File: src/sv/bmprle_pkg.sv
// ----------------------------------------------------------------------------
// BMP RLE decoder package
// Result kinds, escape codes, configuration indices and the span record shared by the decoder and its checker.
// ----------------------------------------------------------------------------
package bmprle_pkg;

    typedef enum logic [1:0] {
        KIND_SPAN  = 2'd0,
        KIND_FILL  = 2'd1,
        KIND_END   = 2'd2,
        KIND_EARLY = 2'd3
    } t_kind;

    localparam logic [7:0] ESC_EOL   = 8'd0;
    localparam logic [7:0] ESC_EOB   = 8'd1;
    localparam logic [7:0] ESC_DELTA = 8'd2;

    localparam logic CFG_NIBBLE_MODE = 1'b0;
    localparam logic CFG_ROW_WIDTH   = 1'b1;

    localparam int MAX_RESULTS = 3;
    localparam int QUEUE_DEPTH = 4;

    typedef struct packed {
        t_kind       kind;
        logic [15:0] x_start;
        logic [15:0] y_start;
        logic [7:0]  length;
        logic [7:0]  index_even;
        logic [7:0]  index_odd;
    } t_span;

endpackage

File: src/sv/bmp_rle_span_decoder.sv
// Queueing: an accepted byte's results are registered into the result queue
// behind any older ones. Throughput: one byte per cycle; a byte may give up to
// three results, which leave the four-entry result queue at one per cycle while
// the receiver is ready. A byte is taken whenever at most one result is queued.
// Reset: synchronous, active low; clears parse state, cursor and the result
// queue, and sets RLE8 mode with a row width of one.
// ----------------------------------------------------------------------------
// BMP RLE8/RLE4 span decoder
// Parses the compressed byte stream in one pass per byte and emits spans of
// palette indices, whole-row fills, end of bitmap and early-end markers.
// ----------------------------------------------------------------------------
module bmp_rle_span_decoder #(
    parameter int COORD_BITS = 16
) (
    input  logic                 i_clk,
    input  logic                 i_rst_n,

    input  logic                 i_cfg_we,
    input  logic                 i_cfg_index,
    input  logic [15:0]          i_cfg_data,

    input  logic                 i_in_valid,
    output logic                 o_in_ready,
    input  logic [7:0]           i_data_byte,
    input  logic                 i_last,

    output logic                 o_out_valid,
    input  logic                 i_out_ready,
    output bmprle_pkg::t_kind    o_kind,
    output logic [15:0]          o_x_start,
    output logic [15:0]          o_y_start,
    output logic [7:0]           o_length,
    output logic [7:0]           o_index_even,
    output logic [7:0]           o_index_odd
);
    import bmprle_pkg::*;

    localparam int WB = (COORD_BITS > 16) ? COORD_BITS : 16;
    localparam int QA = $clog2(QUEUE_DEPTH);
    localparam int QC = $clog2(QUEUE_DEPTH + 1);
    localparam logic [COORD_BITS-1:0] CMAX = {COORD_BITS{1'b1}};

    typedef enum logic [2:0] {
        PH_COUNT = 3'd0,
        PH_VALUE = 3'd1,
        PH_DX    = 3'd2,
        PH_DY    = 3'd3,
        PH_ABS   = 3'd4,
        PH_PAD   = 3'd5
    } t_phase;

    function automatic logic [COORD_BITS-1:0] sat_add(
        input logic [COORD_BITS-1:0] a,
        input logic [7:0]            b
    );
        logic [COORD_BITS:0] s;
        s = {1'b0, a} + (COORD_BITS+1)'(b);
        return s[COORD_BITS] ? CMAX : s[COORD_BITS-1:0];
    endfunction

    function automatic t_span mk(
        input t_kind                 kind,
        input logic [COORD_BITS-1:0] x,
        input logic [COORD_BITS-1:0] y,
        input logic [7:0]            len,
        input logic [7:0]            ie,
        input logic [7:0]            io
    );
        logic [WB-1:0] xe;
        logic [WB-1:0] ye;
        t_span         s;
        xe = WB'(x);
        ye = WB'(y);
        s.kind       = kind;
        s.x_start    = xe[15:0];
        s.y_start    = ye[15:0];
        s.length     = len;
        s.index_even = ie;
        s.index_odd  = io;
        return s;
    endfunction

    // configuration
    logic                  r_nibble_mode;
    logic [15:0]           r_row_width;

    // parse state
    t_phase                r_phase,       n_phase;
    logic [7:0]            r_run_length,  n_run_length;
    logic [7:0]            r_pixels_left, n_pixels_left;
    logic                  r_pad_pending, n_pad_pending;
    logic [7:0]            r_delta_dx,    n_delta_dx;
    logic [COORD_BITS-1:0] r_cursor_x,    n_cursor_x;
    logic [COORD_BITS-1:0] r_cursor_y,    n_cursor_y;
    logic                  r_finished,    n_finished;

    // result queue
    t_span                 r_queue [QUEUE_DEPTH];
    logic [QA-1:0]         r_head, r_tail;
    logic [QC-1:0]         r_count, n_count;

    t_span                 res [MAX_RESULTS];
    logic [1:0]            res_cnt;
    logic [1:0]            push_cnt;
    logic                  in_acc, pop;
    logic [3:0]            hi, lo;
    logic [7:0]            abs_len;
    logic [8:0]            b_inc;
    logic [WB-1:0]         rw_ext;
    logic [COORD_BITS-1:0] rw_clamp;

    assign o_in_ready  = (r_count <= QC'(1));
    assign in_acc      = i_in_valid & o_in_ready;
    assign o_out_valid = (r_count != '0);
    assign pop         = o_out_valid & i_out_ready;
    assign push_cnt    = in_acc ? res_cnt : 2'd0;
    assign n_count     = r_count + QC'(push_cnt) - QC'(pop);

    assign o_kind       = r_queue[r_head].kind;
    assign o_x_start    = r_queue[r_head].x_start;
    assign o_y_start    = r_queue[r_head].y_start;
    assign o_length     = r_queue[r_head].length;
    assign o_index_even = r_queue[r_head].index_even;
    assign o_index_odd  = r_queue[r_head].index_odd;

    assign hi       = i_data_byte[7:4];
    assign lo       = i_data_byte[3:0];
    assign b_inc    = {1'b0, i_data_byte} + 9'd1;
    assign rw_ext   = WB'(r_row_width);
    assign rw_clamp = (rw_ext > WB'(CMAX)) ? CMAX : COORD_BITS'(rw_ext);

    always_comb begin
        if (r_nibble_mode) begin
            abs_len = (r_pixels_left >= 8'd2) ? 8'd2 : r_pixels_left;
        end else begin
            abs_len = (r_pixels_left != 8'd0) ? 8'd1 : 8'd0;
        end
    end

    always_comb begin
        n_phase       = r_phase;
        n_run_length  = r_run_length;
        n_pixels_left = r_pixels_left;
        n_pad_pending = r_pad_pending;
        n_delta_dx    = r_delta_dx;
        n_cursor_x    = r_cursor_x;
        n_cursor_y    = r_cursor_y;
        n_finished    = r_finished;
        res_cnt       = 2'd0;
        for (int k = 0; k < MAX_RESULTS; k++) begin
            res[k] = '0;
        end

        if (!r_finished) begin
            unique case (r_phase)
                PH_VALUE: begin
                    if (r_run_length != 8'd0) begin
                        res[res_cnt] = r_nibble_mode
                            ? mk(KIND_SPAN, r_cursor_x, r_cursor_y, r_run_length,
                                 {4'h0, hi}, {4'h0, lo})
                            : mk(KIND_SPAN, r_cursor_x, r_cursor_y, r_run_length,
                                 i_data_byte, i_data_byte);
                        res_cnt    = res_cnt + 2'd1;
                        n_cursor_x = sat_add(r_cursor_x, r_run_length);
                        n_phase    = PH_COUNT;
                    end else begin
                        unique case (i_data_byte)
                            ESC_EOL: begin
                                n_cursor_x = '0;
                                n_cursor_y = sat_add(r_cursor_y, 8'd1);
                                n_phase    = PH_COUNT;
                            end
                            ESC_EOB: begin
                                n_finished   = 1'b1;
                                res[res_cnt] = mk(KIND_END, r_cursor_x, r_cursor_y,
                                                  8'd0, 8'd0, 8'd0);
                                res_cnt      = res_cnt + 2'd1;
                                n_phase      = PH_COUNT;
                            end
                            ESC_DELTA: begin
                                n_phase = PH_DX;
                            end
                            default: begin
                                n_pixels_left = i_data_byte;
                                n_pad_pending = r_nibble_mode ? b_inc[1] : i_data_byte[0];
                                n_phase       = PH_ABS;
                            end
                        endcase
                    end
                end
                PH_DX: begin
                    n_delta_dx = i_data_byte;
                    n_phase    = PH_DY;
                end
                PH_DY: begin
                    if (r_delta_dx != 8'd0) begin
                        res[res_cnt] = mk(KIND_SPAN, r_cursor_x, r_cursor_y, r_delta_dx,
                                          8'd0, 8'd0);
                        res_cnt      = res_cnt + 2'd1;
                        n_cursor_x   = sat_add(r_cursor_x, r_delta_dx);
                    end
                    if (i_data_byte != 8'd0) begin
                        res[res_cnt] = mk(KIND_FILL, '0, r_cursor_y, i_data_byte,
                                          8'd0, 8'd0);
                        res_cnt      = res_cnt + 2'd1;
                        n_cursor_y   = sat_add(r_cursor_y, i_data_byte);
                        n_cursor_x   = rw_clamp;
                    end
                    n_phase = PH_COUNT;
                end
                PH_ABS: begin
                    res[res_cnt] = r_nibble_mode
                        ? mk(KIND_SPAN, r_cursor_x, r_cursor_y, abs_len,
                             {4'h0, hi}, {4'h0, lo})
                        : mk(KIND_SPAN, r_cursor_x, r_cursor_y, abs_len,
                             i_data_byte, i_data_byte);
                    res_cnt       = res_cnt + 2'd1;
                    n_cursor_x    = sat_add(r_cursor_x, abs_len);
                    n_pixels_left = r_pixels_left - abs_len;
                    if (n_pixels_left == 8'd0) begin
                        n_phase = r_pad_pending ? PH_PAD : PH_COUNT;
                    end
                end
                PH_PAD: begin
                    n_pad_pending = 1'b0;
                    n_phase       = PH_COUNT;
                end
                default: begin
                    n_run_length = i_data_byte;
                    n_phase      = PH_VALUE;
                end
            endcase

            if (i_last && !n_finished) begin
                res[res_cnt] = mk(KIND_EARLY, n_cursor_x, n_cursor_y, 8'd0, 8'd0, 8'd0);
                res_cnt      = res_cnt + 2'd1;
                n_finished   = 1'b1;
            end
        end
    end

    always_ff @(posedge i_clk) begin
        if (!i_rst_n) begin
            r_nibble_mode <= 1'b0;
            r_row_width   <= 16'd1;
            r_phase       <= PH_COUNT;
            r_run_length  <= '0;
            r_pixels_left <= '0;
            r_pad_pending <= 1'b0;
            r_delta_dx    <= '0;
            r_cursor_x    <= '0;
            r_cursor_y    <= '0;
            r_finished    <= 1'b0;
            r_head        <= '0;
            r_tail        <= '0;
            r_count       <= '0;
        end else begin
            if (i_cfg_we) begin
                unique case (i_cfg_index)
                    CFG_NIBBLE_MODE: r_nibble_mode <= i_cfg_data[0];
                    CFG_ROW_WIDTH:   r_row_width   <= i_cfg_data;
                    default:         r_row_width   <= r_row_width;
                endcase
            end
            if (in_acc) begin
                r_phase       <= n_phase;
                r_run_length  <= n_run_length;
                r_pixels_left <= n_pixels_left;
                r_pad_pending <= n_pad_pending;
                r_delta_dx    <= n_delta_dx;
                r_cursor_x    <= n_cursor_x;
                r_cursor_y    <= n_cursor_y;
                r_finished    <= n_finished;
            end
            if (pop) begin
                r_head <= r_head + QA'(1);
            end
            r_tail  <= r_tail + QA'(push_cnt);
            r_count <= n_count;
        end
        for (int k = 0; k < MAX_RESULTS; k++) begin
            if (2'(k) < push_cnt) begin
                r_queue[r_tail + QA'(k)] <= res[k];
            end
        end
    end

endmodule

File: config.mk
export PLATFORM = sky130hd
export DESIGN_NAME = bmp_rle_span_decoder
export DESIGN_NICKNAME = d
export VERILOG_FILES = /design/src/sv/bmprle_pkg.sv /design/src/sv/bmp_rle_span_decoder.sv
export SDC_FILE = /design/constraint.sdc
export NUM_CORES = 1
export LEC_CHECK = 0
export BUFFER_PORTS_ARGS = -buffer_cell sky130_fd_sc_hd__buf_2
export CAP_MARGIN = 30
export CORE_MARGIN = 3
export CORE_UTILIZATION = 40
export DETAILED_ROUTE_END_ITERATION = 8
export PLACE_DENSITY_LB_ADDON = 0.1
export SYNTH_ARGS = -nofsm -noshare
export SYNTH_HDL_FRONTEND = slang
export SYNTH_SLANG_ARGS = --single-unit
File: constraint.sdc
create_clock -name i_clk -period 8.8 [get_ports i_clk]
set_input_delay 1.32 -clock i_clk [delete_from_list [all_inputs] [get_ports i_clk]]
set_output_delay 1.32 -clock i_clk [all_outputs]
set_load 0.01 [all_outputs]
# Yosys cells after proc, flatten, opt, wreduce, memory -nomap -nowiden
# Memory sizes are Yosys's and may differ from the RTL's. A register that Yosys moved wholly into a read port is not among the register bits.
# Index checks and enable logic that the tools add are counted.
# totals
regBits	85
mem_bits_rw	232
word_cells	158
mem_count	1
# mem_list
memory	depth	width	read_ports	rd_clocked_by_memory_dff	wr	line	source
r_queue	4	58	1	1	3	bmp_rle_span_decoder.sv:98	t_span r_queue [QUEUE_DEPTH];
# classes
add_sub_neg	15
n_lt_le_gt_ge	10
n_eq_ne	10
muxes	77
bitwise_logic	7
n_reduce_logical	25
# op_table
operator	n
$mux 174	3
$mux 58	7
$bwmux 174	2
$mux 16	17
$demux 58 s2	2
$mux 116	2
$pmux 58 s3	1
$add 16x8->17	4
$mux 56	1
$pmux 16 s3	1
$mux 8	4
$pmux 16 s2	1
$reduce_bool 8->1	4
$mux 1	19
$mux 2	9
$add 16x1->17 const B	1
$gt 16x16->1 const B	1
$logic_not 8->1	2
$pmux 8 s2	1
$pmux 3 s4	1
$add 2x1->2 const B	5
$reduce_and 5->1	2
$mux 3	3
$reduce_and 3->1	3
31 further kinds	48

# Longest topological paths before layout
# Gate-level depths: netlist of run 1.
# depth
depth_word	16
mapped_depth	22
depth_no_buf	19

# Least setup slack after synthesis of run 1
# No wires, ideal clock.
# synth_path
path_kind	input to register
startpoint	input i_data_byte[1]
endpoint	memory r_queue[1][0] (netlist name), enable pin
setup_ns	0.540
arrival_ns	8.153
setup_slack_ns	0.107
stages	18
n_path_buf	3
cell_sequence	inv_1 ha_1 or3b_2 nor2_2 inv_1 buf_2 buf_2 ha_1 nand2b_1 a21o_1 inv_1 ha_1 nand3_1 a21oi_2 or2_1 buf_6 inv_1 o21ai_0
# synth_lines
item	line	source
start: declaration	bmp_rle_span_decoder.sv:24	input logic [7:0] i_data_byte,
end: declaration	bmp_rle_span_decoder.sv:98	

==> results of run 1 <==
worst paths after layout:
path	start	to	slack (ns)	cells past startpoint
max	i_data_byte[1]	r_queue[2][54]$_DFFE_PP_	2.57	19
min	r_row_width[15]$_SDFFE_PN0P_	r_row_width[15]$_SDFFE_PN0P_	0.47	2
max reg2reg	r_delta_dx[0]$_SDFFE_PN0P_	r_queue[2][54]$_DFFE_PP_	3.30	14
min reg2reg	r_row_width[15]$_SDFFE_PN0P_	r_row_width[15]$_SDFFE_PN0P_	0.47	2
cell usage in the layout, fill, tap and decap left out, types with 13 or more instances in the layout:
master	instances
dfxtp_1	85
or3_1	15
nor3_1	34
buf_4	36
and2_1	14
nand2_1	218
mux4_2	54
a22oi_1	19
a211oi_1	31
a221oi_1	14
ha_1	52
a21oi_1	137
nand4_1	22
nor2_1	186
mux2i_1	23
o21a_1	19
o21ai_0	121
o2bb2ai_1	24
clkbuf_16	37
edfxtp_1	216
nor4_1	13
inv_1	35
a31oi_1	25
o22ai_1	26
a22o_1	39
o221ai_1	25
nand3_1	46
buf_2	92
xnor2_1	21
synth_stat cells (13+ instances only):
| library cell | instances |
|---|---|
| nand4_1 | 22 |
| mux2i_1 | 23 |
| nand3_1 | 46 |
| a31oi_1 | 25 |
| buf_2 | 37 |
| a211oi_1 | 31 |
| nor4_1 | 13 |
| a21oi_1 | 137 |
| o22ai_1 | 26 |
| ha_1 | 52 |
| clkbuf_1 | 83 |
| o21a_1 | 19 |
| o2bb2ai_1 | 24 |
| a22o_1 | 39 |
| dfxtp_1 | 87 |
| nand2_1 | 219 |
| nor2_1 | 186 |
| a22oi_1 | 19 |
| o221ai_1 | 25 |
| edfxtp_1 | 216 |
| or3_1 | 15 |
| xnor2_1 | 21 |
| inv_1 | 36 |
| nor3_1 | 34 |
| o21ai_0 | 125 |
| and2_1 | 14 |
| a221oi_1 | 14 |
| mux4_2 | 54 |
registers in the layout (all words and copies together) (netlist names), named ones only:
name           cells
r_count            3
r_nibble_mode      1
r_pixels_left      8
r_cursor_x        16
r_tail             2
r_phase            3
r_row_width       16
r_run_length       8
r_pad_pending      1
r_queue          216
r_head             2
r_finished         1
r_cursor_y        16
r_delta_dx         8
cell type report:
class	instances	area, um2	area share
clock inverters	23	210.2	0.009934
flip-flops and latches	303	8233	0.3891
repair buffers	131	793.3	0.03749
diodes	1	2.502	0.0001183
inverters	37	138.9	0.006563
multi-input cells	1445	10070	0.4759
clock buffers	44	952.2	0.04500
well taps	607	759.5	0.03589
power by group:
group	internal, mW	leakage [nW]	switching, mW
Sequential	1.79	2.71	0.214
Combinational	0.752	4.12	1.27
Clock	0.867	0.562	0.629
metrics by stage:
stage	setup WS, ns	instance area (um2)	util	power, mW	cells
4_1_cts	2.196	21120	0.4516	5.547	2588
5_1_grt	2.249	21160	0.4526	5.782	2591
6_report	2.566	21160	0.4526	5.522	2591
3_3_place_gp	1.916	19910	0.4258	4.017	2516
2_1_floorplan	0.1066	19060	-	3.315	1931
3_5_place_dp	1.629	19950	0.4268	4.049	2521
per-layer routing:
metal / part of all wire / vias up / track usage / wire length, um
met3: 0.073 / 146 / 0.03984 / 4936
met4: 0.036 / 0 / 0.09080 / 2407
met5: 0 / - / 0 / 0
li1: - / 7451 / - / -
met1: 0.43 / 8082 / 0.3692 / 29100
met2: 0.46 / 733 / 0.4260 / 31120
cell families (layout without fill, tap and decap cells):
kind of cell,after synthesis,count (layout),synth area share
muxes,82,82,0.07916
adders and majority gates,58,58,0.04050
xor gates and xnor gates,33,33,0.01519
buffers and inverters,183,235,0.04247
other,2,12,0.0003947
AOI/OAI and AO/OA,622,622,0.2307
and+or+nand+nor,639,639,0.1592
DFF,303,303,0.4324
worst register-to-register path, cell delays in order (launching register included):
cell,delay [ns]
dfxtp_1,0.36
nor4_1,0.59
nand2_1,0.53
ha_1,0.48
nand2b_1,0.13
a21o_1,0.28
inv_1,0.12
ha_1,0.31
nand3_1,0.14
a21oi_2,0.09
or2_1,0.37
nand2_2,0.42
nand2_2,0.49
nor2_2,0.79
a22o_1,0.26
==> out/metrics.yaml, run 1 <==
die:
  core_area_um2: 46750
  die-area_um2: 50230
  io-pin-count: 91
  num_rows: 79
  initial_core_util: 0.4070
  die_w_um: 224.1
  die_y_um: 224.1
sta:
  hold_viol_final: 0
  layout_min_cycle_time_ns: 6.234
  whs_ns: 0.4716
  clock_skew_ns: 0.03209
  setup_violations: 0
  drv_slew: 0
  slew_headroom: 0.2827
  tightest_slew_ns: 1.074
  tns_ns: 0
  period_share: 0.7084
  grt_setup_unrepaired: "false"
  max_freq_mhz: 160.4
cells_and_area:
  syn2layout_area_growth_pct: 11.20
  drive_gt1_frac: 0.1684
  fillers: 4428
  nets: 2044
cts:
  cts_tree: "built"
  cts_setup_buffers: 0
  clock_sinks: 303
  h-tree-depth: 2
  clkTransAtPathRegs_ns: 0.06
  ctsRootBufferMaster: "clkbuf_16"
  numCtsBuffers: 37
  clockBufferDepth: 3
  worstSkewPairLatency_ns: 0.57
  cts-resized-gates: 0
  cts_hold_buf: 0
yosys:
  synth_area_per_cell_um2: 9.901
  synth_top_area_frac: 0.3409
  seq_area_frac_synth: 0.4324
  yosys_warnings: 0
  synth_cell_types: 109
  async_reset_ff_frac: 0
  ys_ff_latch: 303
  yosysTopAreaCell: "edfxtp_1"
  syn_area_um2: 19030
  synth_ff_type: "edfxtp_1"
  synth_edf_count: 216
  syn-instance-count: 1922
  synthTopCellsByArea: "edfxtp_1, dfxtp_1, mux4_2"
placed_design:
  globalplace.congestion: 0.9268
  portBuffers: 90
  hpwl_mm: 47.58
detailed_routing:
  first_iter_violations: 1570
  vias: 16410
  drc: 0
  wl_mm: 67.56
  wl_per_cell_um: 26.08
  avgViaCountPerCell: 6.334
  ant_nets: 0
  first_pass_iters: 6
worst_setup_path:
  arrival_ns: 6.65
  critical_path.cell_chain: "buf_2 -> inv_1 -> ha_1 -> or3b_2 -> nor2_2 -> buf_4 -> inv_1 -> ha_1 -> nand2b_1 -> a21o_1 -> inv_1 -> ha_1 -> nand3_1 -> a21oi_2 -> or2_1 -> nand2_2 -> nand2_2 -> nor2_2 -> a22o_1"
  crit_fanout: 23
  cp_data_required_time_ns: 9.21
  critical_path.top_delay_family: "simple AND/OR/NAND/NOR gates"
  max_stage_delay_ns: 0.78
  critPathCaptureType: "flip-flop"
  cp_slowest_cell: "nor2_2"
  path_class: "primary input to flip-flop"
  startpoint_type: "primary input"
  path_buf_inv: 5
power:
  ir_drop_uv: 139.9
  p_leak_nw: 7.399
  p_per_area_nw_per_um2: 261.0
run:
  drv_cap: 0
grt:
  track_usage: 0.2655
  grt_pass1_vias: 15800
  grt.overflow.total: 0
  grt_max_degree: 55
  grt_pass1_wl_mm: 101.8
  antenna_found_initial: 1
hold_path:
  hold_class: "flip-flop to flip-flop"
status:
  status: "completed"
No activity file was read; power rests on OpenSTA's default activity.
==> run 2, diff against run 1 <==
==> constraint.sdc (replaced) <==
create_clock -name i_clk -period 5.1 [get_ports i_clk]
set_input_delay 0.765 -clock i_clk [delete_from_list [all_inputs] [get_ports i_clk]]
set_output_delay 0.765 -clock i_clk [all_outputs]
set_load 0.01 [all_outputs]
==> run 2 against run 1 <==
Compared with the run above: worst hold slack got worse by 0.024 ns; non-clock buffer count up 56; clock skew shrank 0.011 ns; via count rose by 1.8%; clock power grew 75%; die area stayed put; clock-buffer cell count up 3; utilization increased by 0.98 points; critical endpoint is now r_queue[2][55]$_DFFE_PP_.
==> out/metrics.yaml, run 2 (synthesized netlist as in run 1, its figures left out) <==
cells_and_area:
  syn2layout_area_growth_pct: 13.60
  fillers: 4516  # +2.0%
  nets: 2098  # +2.6%
  regMostFlops: "r_queue"
  fin_util: 0.4624  # +0.009795
  final_cells: 2643  # +2.0%
  layout_common_cells: "nand2_1, edfxtp_1, nor2_1"
  antenna_cells: 0  # -1
  largest_reg_flops: 216  # unchanged
  layout_commonest_cell: "nand2_1"
  drive_gt1_frac: 0.1896  # +0.02116
  design_area_um2: 21620  # +2.2%
sta:
  grt_setup_unrepaired: "false"
  setup_violations: 0  # unchanged
  tns_ns: 0  # unchanged
  period_share: 0.9336
  tightest_slew_ns: 0.9779  # -0.09596 ns
  whs_ns: 0.4473  # -0.02436 ns
  slew_headroom: 0.3437  # +0.06098
  hold_viol_final: 0  # unchanged
  clock_skew_ns: 0.02092  # -0.01116 ns
  layout_min_cycle_time_ns: 4.761
  max_freq_mhz: 210.0
  drv_slew: 0  # unchanged
power:
  combPwrFrac: 0.368  # about the same
  p_per_area_nw_per_um2: 448.0  # +72%
  p_sw_frac: 0.3741  # -0.009004
  switchingPower_mw: 3.623  # +71%
  power.internal_mw: 6.061  # +78%
  p_clk_frac: 0.272  # about the same
  p_leak_nw: 7.685  # +3.9%
  p_seq_frac: 0.360  # -0.002
  ir_drop_uv: 239.3  # +71%
cts:
  cts-resized-gates: 0  # unchanged
  cts_hold_buf: 0  # unchanged
  cts_setup_buffers: 0  # unchanged
  clkTransAtPathRegs_ns: 0.06  # about the same
  clock_sinks: 303  # unchanged
  h-tree-depth: 2  # unchanged
  worstSkewPairLatency_ns: 0.56  # about the same
  numCtsBuffers: 35  # -5.4%
  clockBufferDepth: 3  # unchanged
  ctsRootBufferMaster: "clkbuf_16"
  cts_tree: "built"
hold_path:
  hold_class: "primary input to flip-flop"
  hold_depth: 3  # +1
  min_to: "r_row_width[0]$_SDFFE_PN1P_"
  hold_path.startpoint: "i_cfg_data[0]"
grt:
  grt_max_degree: 50  # -9.1%
  grt.overflow.total: 0  # unchanged
  grt_pass1_vias: 16590  # +5.0%
  track_usage: 0.2738  # +0.008344
  grt_pass1_wl_mm: 104.6  # +2.8%
  antenna_found_initial: 0  # -1
worst_setup_path:
  rrSetupSlack_ns: 0.34  # -2.96 ns
  startpoint_type: "flip-flop"
  crit-reg2reg-launch: "r_pixels_left[3]$_SDFFE_PN0P_"
  timing.rr.end: "r_queue[2][55]$_DFFE_PP_"
  cp_data_required_time_ns: 5.39  # -3.82 ns
  r2r_cells: 12  # -2
  path_class: "flip-flop to flip-flop"
  arrival_ns: 5.05  # -1.60 ns
  crit_fanout: 12  # -48%
  critPathCaptureType: "flip-flop"
detailed_routing:
  drc: 0  # unchanged
  wl_mm: 69.35  # +2.6%
  avgViaCountPerCell: 6.322  # -0.19%
  ant_nets: 0  # unchanged
  first_pass_iters: 5  # -1
  vias: 16710  # +1.8%
  wl_per_cell_um: 26.24  # +0.63%
  first_iter_violations: 1681  # +7.1%
die:
  core_area_um2: 46750  # unchanged
  die_w_um: 224.1  # unchanged
  die_y_um: 224.1  # unchanged
  initial_core_util: 0.4070  # unchanged
  io-pin-count: 91  # unchanged
  num_rows: 79  # unchanged
  die-area_um2: 50230  # unchanged
run:
  drv_cap: 0  # unchanged
placed_design:
  dp_cells: 2579  # +2.3%
  portBuffers: 90  # unchanged
  placed_area_um2: 20440  # +2.4%
  globalplace.congestion: 0.9331  # +0.68%
  hpwl_mm: 49.17  # +3.4%
status:
  status: "completed"
run 2: how the worst max path moves through the flow:
| stage | startpoint | end | slack (ns) | cells past startpoint |
|---|---|---|---|---|
| floorplan | i_data_byte[0] | r_queue[1][0]$_SDFFCE_PP0P_ | 0.02 | 18 |
| global placement | i_data_byte[0] | r_queue[2][55]$_DFFE_PP_ | -0.02 | 15 |
| detailed placement | i_data_byte[0] | r_queue[2][55]$_DFFE_PP_ | -0.04 | 15 |
| CTS | r_pixels_left[3]$_SDFFE_PN0P_ | r_queue[2][55]$_DFFE_PP_ | 0.39 | 12 |
| global route | r_pixels_left[3]$_SDFFE_PN0P_ | r_queue[2][55]$_DFFE_PP_ | 0.11 | 12 |
| finish | r_pixels_left[3]$_SDFFE_PN0P_ | r_queue[2][55]$_DFFE_PP_ | 0.34 | 12 |
run 2: final cells by class:
cell class,instances,area [um2],area share
Tap cell,607,759.5,0.03513
Clock buffer,47,930.9,0.04306
Sequential cell,303,8233,0.3808
Clock inverter,17,247.7,0.01146
Multi-Input combinational cell,1445,10080,0.4661
Timing Repair Buffer,187,1229,0.05684
Inverter,37,142.6,0.006598
run 2: per-stage QoR:
step,total power [mW],worst slack (ns)
floorplan,5.698,0.02230
global placement,7.058,-0.01592
detailed placement,7.093,-0.03527
CTS,9.732,0.3859
global route,10.16,0.1083
finish,9.684,0.3386
run 2: power by group through the flow:
stage / Combinational [mW] / Sequential [mW] / Clock, mW
floorplan: 2.44 / 3.26 / 0
global placement: 3.53 / 3.53 / 0
detailed placement: 3.55 / 3.54 / 0
CTS: 3.56 / 3.49 / 2.68
global route: 3.84 / 3.54 / 2.78
finish: 3.56 / 3.49 / 2.63
run 2: worst max-delay path, stage by stage (launching register included):
cell and delay, ns:
dfxtp_1 0.32, nor4_1 0.54, a31oi_1 0.29, ha_1 0.30, fa_1 0.45, a21oi_1 0.35, o211ai_1 0.13, o211a_1 0.32
or4_1 0.54, a32o_1 0.25, nor3b_1 0.43, nor2_1 0.18, a221o_1 0.38
run 2: layer usage:
metal  vias up  global-route usage  part of all wire
li1       7557                   -                 -
met1      8265              0.3739              0.43
met2       740              0.4476              0.47
met3       148             0.03682             0.064
met4         0              0.1001             0.035
met5         -                   0                 0
